===== config.mk =====
export PLATFORM = sky130hd
export DESIGN_NAME = four_way_signal_with_lane_queues_core
export DESIGN_NICKNAME = d
export VERILOG_FILES = /design/src/rtl/core/fwslq_pkg.sv /design/src/rtl/core/four_way_signal_with_lane_queues_core.sv /design/src/rtl/core/fwslq_ram.sv /design/src/rtl/core/fwslq_phase.sv /design/src/rtl/core/fwslq_queue.sv /design/src/rtl/core/fwslq_outreg.sv
export SDC_FILE = /design/constraint.sdc
export NUM_CORES = 2
export LEC_CHECK = 0
export ABC_AREA = 0
export ABC_CLOCK_PERIOD_IN_PS = 9570
export BUFFER_PORTS_ARGS = -buffer_cell sky130_fd_sc_hd__buf_4
export CAP_MARGIN = 15
export CORE_ASPECT_RATIO = 1.75
export CORE_MARGIN = 4
export CORE_UTILIZATION = 30
export DETAILED_ROUTE_END_ITERATION = 12
export SLEW_MARGIN = 40
export SYNTH_ARGS = -nofsm -noshare
export SYNTH_HDL_FRONTEND = slang
export SYNTH_SLANG_ARGS = --single-unit
export TNS_END_PERCENT = 50

===== constraint.sdc =====
create_clock -name clk_i -period 9.57 [get_ports clk_i]
set_input_delay 1.914 -clock clk_i [delete_from_list [all_inputs] [get_ports clk_i]]
set_output_delay 1.914 -clock clk_i [all_outputs]
set_load 0.01 [all_outputs]

===== src/rtl/core/fwslq_pkg.sv =====
// ----------------------------------------------------------------------------
// fwslq_pkg: shared types and constants of the four-way signal core
// Queue geometry, field widths, event and phase codes, request views.
// ----------------------------------------------------------------------------
`default_nettype none

package fwslq_pkg;

  // Queue geometry.
  localparam int unsigned QUEUE_DEPTH = 16;
  localparam int unsigned LANE_COUNT  = 4;

  localparam int unsigned PTR_W   = $clog2(QUEUE_DEPTH);
  localparam int unsigned CNT_W   = $clog2(QUEUE_DEPTH + 1);
  localparam int unsigned LANE_W  = $clog2(LANE_COUNT);
  localparam int unsigned SLOTS   = LANE_COUNT * QUEUE_DEPTH;
  localparam int unsigned ADDR_W  = $clog2(SLOTS);

  // Field widths.
  localparam int unsigned TICK_W     = 16;
  localparam int unsigned VID_W      = 16;
  localparam int unsigned ENTRY_W    = TICK_W + VID_W;
  localparam int unsigned TIMER_W    = 8;
  localparam int unsigned TOTAL_W    = 32;
  localparam int unsigned QC_W       = 5;
  localparam int unsigned CFG_IDX_W  = 2;
  localparam int unsigned CFG_DATA_W = 8;
  localparam int unsigned S_TDATA_W  = 24;
  localparam int unsigned M_USED_W   = 2 + VID_W + TICK_W + QC_W + 2 + 2 + 2 * TOTAL_W;
  localparam int unsigned M_TDATA_W  = ((M_USED_W + 7) / 8) * 8;
  localparam int unsigned M_TUSER_W  = 2;

  // Register reset values.
  localparam logic [TIMER_W-1:0] GREEN_RESET   = 8'd5;
  localparam logic [TIMER_W-1:0] YELLOW_RESET  = 8'd1;
  localparam logic [TIMER_W-1:0] ALL_RED_RESET = 8'd1;

  typedef enum logic [1:0] {
    EV_TICK    = 2'd0,
    EV_DEPART  = 2'd1,
    EV_QUEUED  = 2'd2,
    EV_DROPPED = 2'd3
  } event_res_e;

  typedef enum logic [1:0] {
    PH_GREEN  = 2'd0,
    PH_YELLOW = 2'd1,
    PH_RED    = 2'd2
  } phase_e;

  typedef enum logic [1:0] {
    LIGHT_RED    = 2'd0,
    LIGHT_YELLOW = 2'd1,
    LIGHT_GREEN  = 2'd2
  } light_e;

  typedef enum logic [CFG_IDX_W-1:0] {
    CFG_GREEN   = 2'd0,
    CFG_YELLOW  = 2'd1,
    CFG_ALL_RED = 2'd2
  } cfg_reg_e;

  // Signal controller view handed to the queue logic.
  typedef struct packed {
    logic [LANE_W-1:0] served;      // served lane before the request
    logic              green;       // served lane is green before the request
    logic [1:0]        next_lane;   // served lane after the request
    light_e            next_light;  // light after the request
  } sig_view_t;

  // First-stage result, waiting for the queue memory read data.
  typedef struct packed {
    event_res_e          res;
    logic [1:0]          ev_lane;
    logic [VID_W-1:0]    vehicle;
    logic [TICK_W-1:0]   now_tick;
    logic [QC_W-1:0]     qc;
    logic [1:0]          green_lane;
    light_e              light;
    logic [TOTAL_W-1:0]  total_q;
    logic [TOTAL_W-1:0]  total_d;
  } stage_t;

  function automatic logic [ADDR_W-1:0] slot_addr(logic [LANE_W-1:0] lane,
                                                  logic [PTR_W-1:0] ptr);
    logic [ADDR_W-1:0] base;
    base = ADDR_W'(ADDR_W'(lane) * ADDR_W'(QUEUE_DEPTH));
    return ADDR_W'(base + ADDR_W'(ptr));
  endfunction

endpackage

`default_nettype wire


===== src/rtl/core/four_way_signal_with_lane_queues_core.sv =====
// ----------------------------------------------------------------------------
// four_way_signal_with_lane_queues_core: four-way signal with lane queues
// Round-robin signal controller with one vehicle FIFO per lane.
// ----------------------------------------------------------------------------
//
//  Channel  | Direction | Handshake                    | Payload
//  ---------+-----------+------------------------------+-----------------------
//  s_axis   | in        | s_axis_tvalid/s_axis_tready  | tuser action, tdata lane,id
//  m_axis   | out       | m_axis_tvalid/m_axis_tready  | tuser event, tdata result
//  cfg      | in        | cfg_valid_i/cfg_ready_o      | index, 8-bit timing value
//
//  A request enters every cycle while s_axis_tready is high; its result
//  passes the result stage, which takes the registered queue memory read,
//  into the output register. Reset clears all queues, the phase and the
//  totals at once; the queue memory needs no clearing pass. A stall on
//  m_axis first fills the output register and then the result stage,
//  after which s_axis_tready drops. Configuration writes are always taken.
// ----------------------------------------------------------------------------
`default_nettype none

module four_way_signal_with_lane_queues_core (
  input  wire logic                                  clk_i,
  input  wire logic                                  rst_ni,
  input  wire logic                                  s_axis_tvalid,
  output logic                                       s_axis_tready,
  input  wire logic [fwslq_pkg::S_TDATA_W-1:0]       s_axis_tdata,  // lane, vehicle
  input  wire logic [0:0]                            s_axis_tuser,  // action
  output logic                                       m_axis_tvalid,
  input  wire logic                                  m_axis_tready,
  // event_lane, event_vehicle, wait_ticks, queue_count, green_lane, light,
  // total_queued, total_departed
  output logic      [fwslq_pkg::M_TDATA_W-1:0]       m_axis_tdata,
  output logic      [fwslq_pkg::M_TUSER_W-1:0]       m_axis_tuser,  // event_res
  input  wire logic                                  cfg_valid_i,
  output logic                                       cfg_ready_o,
  input  wire logic [fwslq_pkg::CFG_IDX_W-1:0]       cfg_index_i,
  input  wire logic [fwslq_pkg::CFG_DATA_W-1:0]      cfg_data_i
);

  logic                             accept;
  logic                             tick;
  fwslq_pkg::sig_view_t             view;
  fwslq_pkg::stage_t                stage;
  logic                             mem_we, mem_re;
  logic [fwslq_pkg::ADDR_W-1:0]     mem_waddr, mem_raddr;
  logic [fwslq_pkg::ENTRY_W-1:0]    mem_wdata, mem_rdata;

  assign accept      = s_axis_tvalid & s_axis_tready;
  assign tick        = accept & ~s_axis_tuser[0];
  assign cfg_ready_o = 1'b1;

  fwslq_phase u_phase (
    .clk_i       (clk_i),
    .rst_ni      (rst_ni),
    .tick_i      (tick),
    .cfg_we_i    (cfg_valid_i),
    .cfg_index_i (cfg_index_i),
    .cfg_data_i  (cfg_data_i),
    .view_o      (view)
  );

  fwslq_queue u_queue (
    .clk_i       (clk_i),
    .rst_ni      (rst_ni),
    .accept_i    (accept),
    .arrival_i   (s_axis_tuser[0]),
    .lane_i      (s_axis_tdata[1:0]),
    .vehicle_i   (s_axis_tdata[17:2]),
    .view_i      (view),
    .mem_we_o    (mem_we),
    .mem_waddr_o (mem_waddr),
    .mem_wdata_o (mem_wdata),
    .mem_re_o    (mem_re),
    .mem_raddr_o (mem_raddr),
    .stage_o     (stage)
  );

  fwslq_ram #(
    .WIDTH (fwslq_pkg::ENTRY_W),
    .DEPTH (fwslq_pkg::SLOTS)
  ) u_store (
    .clk_i   (clk_i),
    .we_i    (mem_we),
    .waddr_i (mem_waddr),
    .wdata_i (mem_wdata),
    .re_i    (mem_re),
    .raddr_i (mem_raddr),
    .rdata_o (mem_rdata)
  );

  fwslq_outreg u_outreg (
    .clk_i       (clk_i),
    .rst_ni      (rst_ni),
    .accept_i    (accept),
    .stage_i     (stage),
    .mem_rdata_i (mem_rdata),
    .in_ready_o  (s_axis_tready),
    .m_valid_o   (m_axis_tvalid),
    .m_ready_i   (m_axis_tready),
    .m_tdata_o   (m_axis_tdata),
    .m_tuser_o   (m_axis_tuser)
  );

endmodule

`default_nettype wire


===== src/rtl/core/fwslq_ram.sv =====
// ----------------------------------------------------------------------------
// fwslq_ram: generic single-write, single-read RAM
// One write port and one read port with registered read data.
// ----------------------------------------------------------------------------
`default_nettype none

module fwslq_ram #(
  parameter int unsigned WIDTH = 32,
  parameter int unsigned DEPTH = 64
) (
  input  wire logic                     clk_i,
  input  wire logic                     we_i,
  input  wire logic [$clog2(DEPTH)-1:0] waddr_i,
  input  wire logic [WIDTH-1:0]         wdata_i,
  input  wire logic                     re_i,
  input  wire logic [$clog2(DEPTH)-1:0] raddr_i,
  output logic      [WIDTH-1:0]         rdata_o
);

  logic [WIDTH-1:0] mem_q [DEPTH];

  always_ff @(posedge clk_i) begin
    if (we_i) begin
      mem_q[waddr_i] <= wdata_i;
    end
    if (re_i) begin
      rdata_o <= mem_q[raddr_i];
    end
  end

endmodule

`default_nettype wire


===== src/rtl/core/fwslq_phase.sv =====
// ----------------------------------------------------------------------------
// fwslq_phase: signal phase sequencer
// Holds the timing registers and steps green, yellow and all-red per tick.
// ----------------------------------------------------------------------------
`default_nettype none

module fwslq_phase (
  input  wire logic                                clk_i,
  input  wire logic                                rst_ni,
  input  wire logic                                tick_i,
  input  wire logic                                cfg_we_i,
  input  wire logic [fwslq_pkg::CFG_IDX_W-1:0]     cfg_index_i,
  input  wire logic [fwslq_pkg::CFG_DATA_W-1:0]    cfg_data_i,
  output fwslq_pkg::sig_view_t                     view_o
);

  localparam int unsigned LW = fwslq_pkg::LANE_W;
  localparam int unsigned TW = fwslq_pkg::TIMER_W;

  fwslq_pkg::phase_e phase_q, phase_d, ph_w;
  logic [TW-1:0]     timer_q, timer_d, tm_w;
  logic [LW-1:0]     served_q, served_d, ln_w;
  logic              done_w;
  logic [TW-1:0]     green_len_q, yellow_len_q, red_len_q;
  fwslq_pkg::light_e light_d;

  function automatic logic [LW-1:0] lane_next(logic [LW-1:0] ln);
    return (ln == LW'(fwslq_pkg::LANE_COUNT - 1)) ? '0 : LW'(ln + 1'b1);
  endfunction

  // Green always lasts at least one tick.
  function automatic logic [TW-1:0] phase_len(fwslq_pkg::phase_e ph,
                                              logic [TW-1:0] g,
                                              logic [TW-1:0] y,
                                              logic [TW-1:0] r);
    logic [TW-1:0] len;
    unique case (ph)
      fwslq_pkg::PH_GREEN:  len = (g == '0) ? TW'(1) : g;
      fwslq_pkg::PH_YELLOW: len = y;
      default:              len = r;
    endcase
    return len;
  endfunction

  // Timing registers.
  always_ff @(posedge clk_i or negedge rst_ni) begin
    if (!rst_ni) begin
      green_len_q  <= fwslq_pkg::GREEN_RESET;
      yellow_len_q <= fwslq_pkg::YELLOW_RESET;
      red_len_q    <= fwslq_pkg::ALL_RED_RESET;
    end else if (cfg_we_i) begin
      unique case (cfg_index_i)
        fwslq_pkg::CFG_GREEN:   green_len_q  <= cfg_data_i;
        fwslq_pkg::CFG_YELLOW:  yellow_len_q <= cfg_data_i;
        fwslq_pkg::CFG_ALL_RED: red_len_q    <= cfg_data_i;
        default: ;
      endcase
    end
  end

  // Next state: a phase of zero length is passed through within the same
  // tick, so up to three transitions can chain before green holds.
  always_comb begin
    ph_w   = phase_q;
    tm_w   = TW'(timer_q + 1'b1);
    ln_w   = served_q;
    done_w = 1'b0;
    for (int i = 0; i < 3; i++) begin
      if (!done_w && (tm_w >= phase_len(ph_w, green_len_q, yellow_len_q, red_len_q))) begin
        tm_w = '0;
        unique case (ph_w)
          fwslq_pkg::PH_GREEN:  ph_w = fwslq_pkg::PH_YELLOW;
          fwslq_pkg::PH_YELLOW: ph_w = fwslq_pkg::PH_RED;
          fwslq_pkg::PH_RED: begin
            ph_w = fwslq_pkg::PH_GREEN;
            ln_w = lane_next(ln_w);
          end
          default:              ph_w = fwslq_pkg::PH_GREEN;
        endcase
      end else begin
        done_w = 1'b1;
      end
    end
    if (tick_i) begin
      phase_d  = ph_w;
      timer_d  = tm_w;
      served_d = ln_w;
    end else begin
      phase_d  = phase_q;
      timer_d  = timer_q;
      served_d = served_q;
    end
  end

  // Outputs.
  always_comb begin
    unique case (phase_d)
      fwslq_pkg::PH_GREEN:  light_d = fwslq_pkg::LIGHT_GREEN;
      fwslq_pkg::PH_YELLOW: light_d = fwslq_pkg::LIGHT_YELLOW;
      default:              light_d = fwslq_pkg::LIGHT_RED;
    endcase
    view_o.served     = served_q;
    view_o.green      = (phase_q == fwslq_pkg::PH_GREEN);
    view_o.next_lane  = 2'(served_d);
    view_o.next_light = light_d;
  end

  always_ff @(posedge clk_i or negedge rst_ni) begin
    if (!rst_ni) begin
      phase_q  <= fwslq_pkg::PH_GREEN;
      timer_q  <= '0;
      served_q <= '0;
    end else begin
      phase_q  <= phase_d;
      timer_q  <= timer_d;
      served_q <= served_d;
    end
  end

endmodule

`default_nettype wire


===== src/rtl/core/fwslq_queue.sv =====
// ----------------------------------------------------------------------------
// fwslq_queue: lane queue bookkeeping
// Head, tail and fill count per lane, tick counter, totals, memory access.
// ----------------------------------------------------------------------------
`default_nettype none

module fwslq_queue (
  input  wire logic                              clk_i,
  input  wire logic                              rst_ni,
  input  wire logic                              accept_i,
  input  wire logic                              arrival_i,
  input  wire logic [1:0]                        lane_i,
  input  wire logic [fwslq_pkg::VID_W-1:0]       vehicle_i,
  input  fwslq_pkg::sig_view_t                   view_i,
  output logic                                   mem_we_o,
  output logic      [fwslq_pkg::ADDR_W-1:0]      mem_waddr_o,
  output logic      [fwslq_pkg::ENTRY_W-1:0]     mem_wdata_o,
  output logic                                   mem_re_o,
  output logic      [fwslq_pkg::ADDR_W-1:0]      mem_raddr_o,
  output fwslq_pkg::stage_t                      stage_o
);

  localparam int unsigned NL = fwslq_pkg::LANE_COUNT;
  localparam int unsigned PW = fwslq_pkg::PTR_W;
  localparam int unsigned CW = fwslq_pkg::CNT_W;
  localparam int unsigned LW = fwslq_pkg::LANE_W;

  logic [PW-1:0] head_q [NL];
  logic [PW-1:0] head_d [NL];
  logic [PW-1:0] tail_q [NL];
  logic [PW-1:0] tail_d [NL];
  logic [CW-1:0] cnt_q  [NL];
  logic [CW-1:0] cnt_d  [NL];

  logic [fwslq_pkg::TICK_W-1:0]  now_q, now_d;
  logic [fwslq_pkg::TOTAL_W-1:0] tq_q, tq_d, td_q, td_d;

  logic [LW-1:0] lane_idx;
  logic          lane_ok;
  logic          do_write, do_read;

  function automatic logic [PW-1:0] ring_next(logic [PW-1:0] p);
    return (p == PW'(fwslq_pkg::QUEUE_DEPTH - 1)) ? '0 : PW'(p + 1'b1);
  endfunction

  assign lane_idx = LW'(lane_i);
  assign lane_ok  = (32'(lane_i) < 32'(NL));

  always_comb begin
    head_d   = head_q;
    tail_d   = tail_q;
    cnt_d    = cnt_q;
    now_d    = now_q;
    tq_d     = tq_q;
    td_d     = td_q;
    do_write = 1'b0;
    do_read  = 1'b0;

    mem_waddr_o = fwslq_pkg::slot_addr(lane_idx, tail_q[lane_idx]);
    mem_wdata_o = {now_q, vehicle_i};
    mem_raddr_o = fwslq_pkg::slot_addr(view_i.served, head_q[view_i.served]);

    stage_o.res        = fwslq_pkg::EV_TICK;
    stage_o.ev_lane    = 2'(view_i.served);
    stage_o.vehicle    = '0;
    stage_o.now_tick   = now_q;
    stage_o.qc         = '0;
    stage_o.green_lane = view_i.next_lane;
    stage_o.light      = view_i.next_light;

    if (arrival_i) begin
      stage_o.ev_lane = lane_i;
      stage_o.vehicle = vehicle_i;
      if (!lane_ok) begin
        stage_o.res = fwslq_pkg::EV_DROPPED;
      end else if (cnt_q[lane_idx] == CW'(fwslq_pkg::QUEUE_DEPTH)) begin
        stage_o.res = fwslq_pkg::EV_DROPPED;
        stage_o.qc  = fwslq_pkg::QC_W'(cnt_q[lane_idx]);
      end else begin
        do_write         = 1'b1;
        tail_d[lane_idx] = ring_next(tail_q[lane_idx]);
        cnt_d[lane_idx]  = CW'(cnt_q[lane_idx] + 1'b1);
        tq_d             = fwslq_pkg::TOTAL_W'(tq_q + 1'b1);
        stage_o.res      = fwslq_pkg::EV_QUEUED;
        stage_o.qc       = fwslq_pkg::QC_W'(cnt_d[lane_idx]);
      end
    end else begin
      if (view_i.green && (cnt_q[view_i.served] != '0)) begin
        do_read                = 1'b1;
        head_d[view_i.served]  = ring_next(head_q[view_i.served]);
        cnt_d[view_i.served]   = CW'(cnt_q[view_i.served] - 1'b1);
        td_d                   = fwslq_pkg::TOTAL_W'(td_q + 1'b1);
        stage_o.res            = fwslq_pkg::EV_DEPART;
      end
      stage_o.qc = fwslq_pkg::QC_W'(cnt_d[view_i.served]);
      now_d      = fwslq_pkg::TICK_W'(now_q + 1'b1);
    end

    stage_o.total_q = tq_d;
    stage_o.total_d = td_d;
  end

  assign mem_we_o = accept_i & do_write;
  assign mem_re_o = accept_i & do_read;

  always_ff @(posedge clk_i or negedge rst_ni) begin
    if (!rst_ni) begin
      for (int i = 0; i < NL; i++) begin
        head_q[i] <= '0;
        tail_q[i] <= '0;
        cnt_q[i]  <= '0;
      end
      now_q <= '0;
      tq_q  <= '0;
      td_q  <= '0;
    end else if (accept_i) begin
      head_q <= head_d;
      tail_q <= tail_d;
      cnt_q  <= cnt_d;
      now_q  <= now_d;
      tq_q   <= tq_d;
      td_q   <= td_d;
    end
  end

endmodule

`default_nettype wire


===== src/rtl/core/fwslq_outreg.sv =====
// ----------------------------------------------------------------------------
// fwslq_outreg: result stage and output register
// Joins the first-stage result with the memory read data and drives the
// result stream through an output register.
// ----------------------------------------------------------------------------
`default_nettype none

module fwslq_outreg (
  input  wire logic                                clk_i,
  input  wire logic                                rst_ni,
  input  wire logic                                accept_i,
  input  fwslq_pkg::stage_t                        stage_i,
  input  wire logic [fwslq_pkg::ENTRY_W-1:0]       mem_rdata_i,
  output logic                                     in_ready_o,
  output logic                                     m_valid_o,
  input  wire logic                                m_ready_i,
  output logic      [fwslq_pkg::M_TDATA_W-1:0]     m_tdata_o,
  output logic      [fwslq_pkg::M_TUSER_W-1:0]     m_tuser_o
);

  localparam int unsigned PAD_W = fwslq_pkg::M_TDATA_W - fwslq_pkg::M_USED_W;
  localparam int unsigned VW    = fwslq_pkg::VID_W;
  localparam int unsigned TKW   = fwslq_pkg::TICK_W;

  fwslq_pkg::stage_t s1_q;
  logic              s1_valid_q, s1_valid_d;
  logic              out_valid_q, out_valid_d;
  logic              s1_move;
  logic [VW-1:0]     vehicle_w;
  logic [TKW-1:0]    wait_w;

  logic [fwslq_pkg::M_TDATA_W-1:0] tdata_q, tdata_d;
  logic [fwslq_pkg::M_TUSER_W-1:0] tuser_q, tuser_d;

  assign s1_move    = !out_valid_q || m_ready_i;
  assign in_ready_o = !s1_valid_q || s1_move;

  always_comb begin
    s1_valid_d = s1_valid_q;
    if (accept_i) begin
      s1_valid_d = 1'b1;
    end else if (s1_move) begin
      s1_valid_d = 1'b0;
    end
    out_valid_d = out_valid_q;
    if (s1_move) begin
      out_valid_d = s1_valid_q;
    end
  end

  // Departed vehicles take their id and arrival tick from the memory.
  always_comb begin
    if (s1_q.res == fwslq_pkg::EV_DEPART) begin
      vehicle_w = mem_rdata_i[VW-1:0];
      wait_w    = TKW'(s1_q.now_tick - mem_rdata_i[fwslq_pkg::ENTRY_W-1:VW]);
    end else begin
      vehicle_w = s1_q.vehicle;
      wait_w    = '0;
    end
    tdata_d = {PAD_W'(0), s1_q.total_d, s1_q.total_q, s1_q.light, s1_q.green_lane,
               s1_q.qc, wait_w, vehicle_w, s1_q.ev_lane};
    tuser_d = s1_q.res;
  end

  always_ff @(posedge clk_i or negedge rst_ni) begin
    if (!rst_ni) begin
      s1_valid_q  <= 1'b0;
      out_valid_q <= 1'b0;
    end else begin
      s1_valid_q  <= s1_valid_d;
      out_valid_q <= out_valid_d;
    end
  end

  always_ff @(posedge clk_i) begin
    if (accept_i) begin
      s1_q <= stage_i;
    end
    if (s1_move && s1_valid_q) begin
      tdata_q <= tdata_d;
      tuser_q <= tuser_d;
    end
  end

  assign m_valid_o = out_valid_q;
  assign m_tdata_o = tdata_q;
  assign m_tuser_o = tuser_q;

endmodule

`default_nettype wire


==> impl_metrics.csv <==
group,metric,value,unit
status,status,"complete, no violations",
power_and_ir_drop,powerDensity,281,nW/µm²
worst_setup_path,r2r_slack,1.41,ns
global_route,grt_max_degree,115,
route,firstDrtPassIters,7,
cells_and_area,final_cell_mix,"edfxtp_1, mux4_2, nand2_1, buf_4, a22oi_1",
sta,finalSetupViolations,0,
sta,tns,0,ns
power_and_ir_drop,p_leak,0.0348,µW
sta,slew_headroom,41.9,%
logic_synthesis,synth-edff-count,2298,
job,maxCapViolCount,0,
sta,final_hold_viol_count,0,
worst_setup_path,cp_common_cell,"o21ai_0",
global_route,overflow,0,
logic_synthesis,synth_seq_area_share,75.4,%
route,vias,49100,
placement,dp_hpwl,140,mm
sta,worst_pin_slew,0.872,ns
cts,cts_tree,"yes",
cells_and_area,final_nets,5439,
cts,cts_buffers,213,
logic_synthesis,synth_cells,5120,
floorplanning,io_pins,157,
route,wl,239,mm
route,first_iter_violations,4383,
logic_synthesis,ys_ff_latch,2468,
worst_setup_path,crit_path_end_kind,"register",
power_and_ir_drop,p_int,21100,µW
logic_synthesis,synth_top_cell_by_area,"edfxtp_1",
placement,port_buffers,144,
cts,htreeDepth,4,
cts,clkLatencyLatePin,0.87,ns
cells_and_area,layout_commonest_cell,"edfxtp_1",
power_and_ir_drop,total_power,31200,µW
worst_setup_path,critPathSlowestCell,"a21oi_4",
power_and_ir_drop,seq_power_share,41.0,%
logic_synthesis,ys_warn_count,0,
sta,fmax,0.123,GHz
power_and_ir_drop,clkPwrFrac,27.4,%
global_route,antenna_found_initial,7,
cells_and_area,num-fill-cells,30200,
cts,clk_path_buf_depth,4,
logic_synthesis,synth.distinct_cells,78,
sta,skew,0.0892,ns
logic_synthesis,synth_area_leaders,"edfxtp_1, mux4_2, dfrtp_1",
placement,placed_cell_area,104000,µm²
floorplanning,core_region_area,323000,µm²
global_route,grt.total_usage,14.0,%
floorplanning,rows,276,
logic_synthesis,ys.flop_type,"edfxtp_1",
cts,root_buffer,"clkbuf_16",
logic_synthesis,syn_area_per_cell,19.0,µm²
power_and_ir_drop,combPwrFrac,31.6,%
cells_and_area,postLayoutCellArea,111000,µm²
cells_and_area,regArea,73300,µm²
cts,path_clk_slew,0.07,ns
power_and_ir_drop,ir_worst_vdd,378,µV
route,vias_per_cell,5.00,
cts,cts.sinks,2468,
min_path,hp-class,"reg -> reg",
cts,ctsHoldBuffers,0,
floorplanning,dieHeight,761,µm
sta,period_needed,8.16,ns
placement,gp_congestion,0.788,
power_and_ir_drop,p_switching,10100,µW
cells_and_area,drive_gt1_share,22.8,%
route,drc,0,
worst_setup_path,critPathMaxStageDelay,0.69,ns
floorplanning,initial_core_util,30.1,%
cts,post_cts_buffers,0,
power_and_ir_drop,power.share.switching,32.4,%
logic_synthesis,yosysTopAreaCellShare,71.0,%
cts,post_cts_resized,0,
route,routedWlPerCell,24.4,µm
logic_synthesis,async_reset_ff_share,6.89,%
global_route,grt_pass1_vias,50800,
worst_setup_path,critPathLaunchType,"register",
cells_and_area,multiInputGateArea,23100,µm²
sta,fin_crit_sh,85.3,%
floorplanning,die_area,333000,µm²
worst_setup_path,critPathKind,"reg -> reg",
worst_setup_path,crit_path_max_fanout,24,
sta,report.final.slew_viol_count,0,
route,drt.antenna.violating_nets,0,
global_route,grt_pass1_wl,349,mm
worst_setup_path,crit_required,10.13,ns
floorplanning,die_w,438,µm
worst_setup_path,crit_arrival,8.72,ns
sta,rsz0062_at_grt,"no",
logic_synthesis,syn-cell-area,97100,µm²
cells_and_area,area_growth,14.3,%
-- flip-flops by register name (all words and copies together) (netlist names), 2 cells and up, named ones only --
register              cells
u_outreg.tuser_d          2
u_queue.cnt_q            20
u_store.mem_q          2048
u_queue.tail_q           16
u_store.rdata_o          32
u_phase.served_q          2
u_outreg.m_tuser_o        2
u_phase.yellow_len_q      8
u_queue.tq_q             32
u_phase.green_len_q       8
u_queue.head_q           16
u_outreg.s1_q           107
u_queue.now_q            16
u_outreg.m_tdata_o      107
u_phase.timer_q           8
u_queue.td_q             32
u_phase.red_len_q         8
-- critical path: cells and delay by family (launching register included) --
| kind | cells | cell delay, ns |
|---|---|---|
| compound gates | 18 | 5.34 |
| mux | 1 | 0.07 |
| fa+ha+maj | 3 | 0.64 |
| simple gates | 8 | 1.16 |
| xor+xnor | 1 | 0.15 |
| flops | 1 | 0.43 |
| buf+inv | 1 | 0.12 |
-- synthesized netlist by cell type (all sizes together) (7+ instances only) --
cell type	instances
a211oi	21
a21o	8
a21oi	191
a222oi	11
a22oi	231
a311oi	9
a31oi	11
and2	27
and3	26
buf	138
clkbuf	137
dfrtp	166
edfxtp	2298
ha	53
inv	46
mux2	50
mux2i	62
mux4	490
nand2	350
nand2b	24
nand3	85
nand4	27
nor2	233
nor2b	41
nor3	33
nor4	11
o21a	7
o21ai	62
o221ai	12
o22ai	17
or2	8
or3	7
xnor2	111
xor2	52
-- kinds of logic (layout without fill, tap and decap cells) --
family	Yosys count	count (layout)	share of synthesized area [%]
AND/OR/NAND/NOR	890	890	4.17
other	2	11	0.00773
AO/OA/AOI/OAI	617	617	4.21
multiplexers	602	602	12.6
buffers and inverters	324	708	1.44
XOR/XNOR	163	163	1.48
flip-flops	2468	2468	75.4
adder cells (fa/ha/maj)	54	54	0.703
-- final timing paths --
kind | depth (start not counted) | to | startpoint
min | 0 | u_outreg.m_tdata_o[69] | u_outreg.s1_q[58]
min in group asynchronous | 1 | u_queue.tq_q[16] | rst_ni
max | 32 | u_outreg.s1_q[64] | u_phase.green_len_q[1]
max in group asynchronous | 2 | u_queue.now_q[2] | rst_ni
max reg2reg | 32 | u_outreg.s1_q[64] | u_phase.green_len_q[1]
min reg2reg | 0 | u_outreg.m_tdata_o[69] | u_outreg.s1_q[58]
-- power groups by stage --
stage / Combinational (µW) / Clock, µW / Sequential, µW
2_1_floorplan: 6790 / 0 / 12900
3_3_place_gp: 9930 / 0 / 13000
3_5_place_dp: 10000 / 0 / 13000
4_1_cts: 10000 / 8750 / 12800
5_1_grt: 10600 / 9150 / 12800
6_report: 9860 / 8550 / 12800
-- layout make-up --
| class | instances | area share [%] |
|---|---|---|
| clock buffer | 258 | 5.04 |
| clock inverter | 120 | 1.04 |
| inverter | 49 | 0.184 |
| sequential | 2468 | 66.0 |
| tap | 4309 | 4.86 |
| timing repair buffer | 281 | 2.07 |
| multi-input combinational | 2332 | 20.8 |
| antenna | 5 | 0.0113 |
-- per-stage QoR --
stage          cells  utilization [%]  hold WS, ns  setup WS (ns)
2_1_floorplan   5124                -        0.400           2.02
3_3_place_gp    9434             32.3        0.404          0.757
3_5_place_dp    9437             32.3        0.405           1.27
4_1_cts         9815             34.4        0.398           1.23
5_1_grt         9818             34.4        0.403          0.862
6_report        9822             34.4        0.404           1.41
-- metal layers --
metal | part of all wire (%) | global-route usage (%)
met3 | 4.8 | 1.65
met4 | 3.0 | 4.25
met2 | 55 | 26.6
met1 | 37 | 16.2
met5 | 0.0054 | 0
No activity file was read; power rests on OpenSTA's default activity.
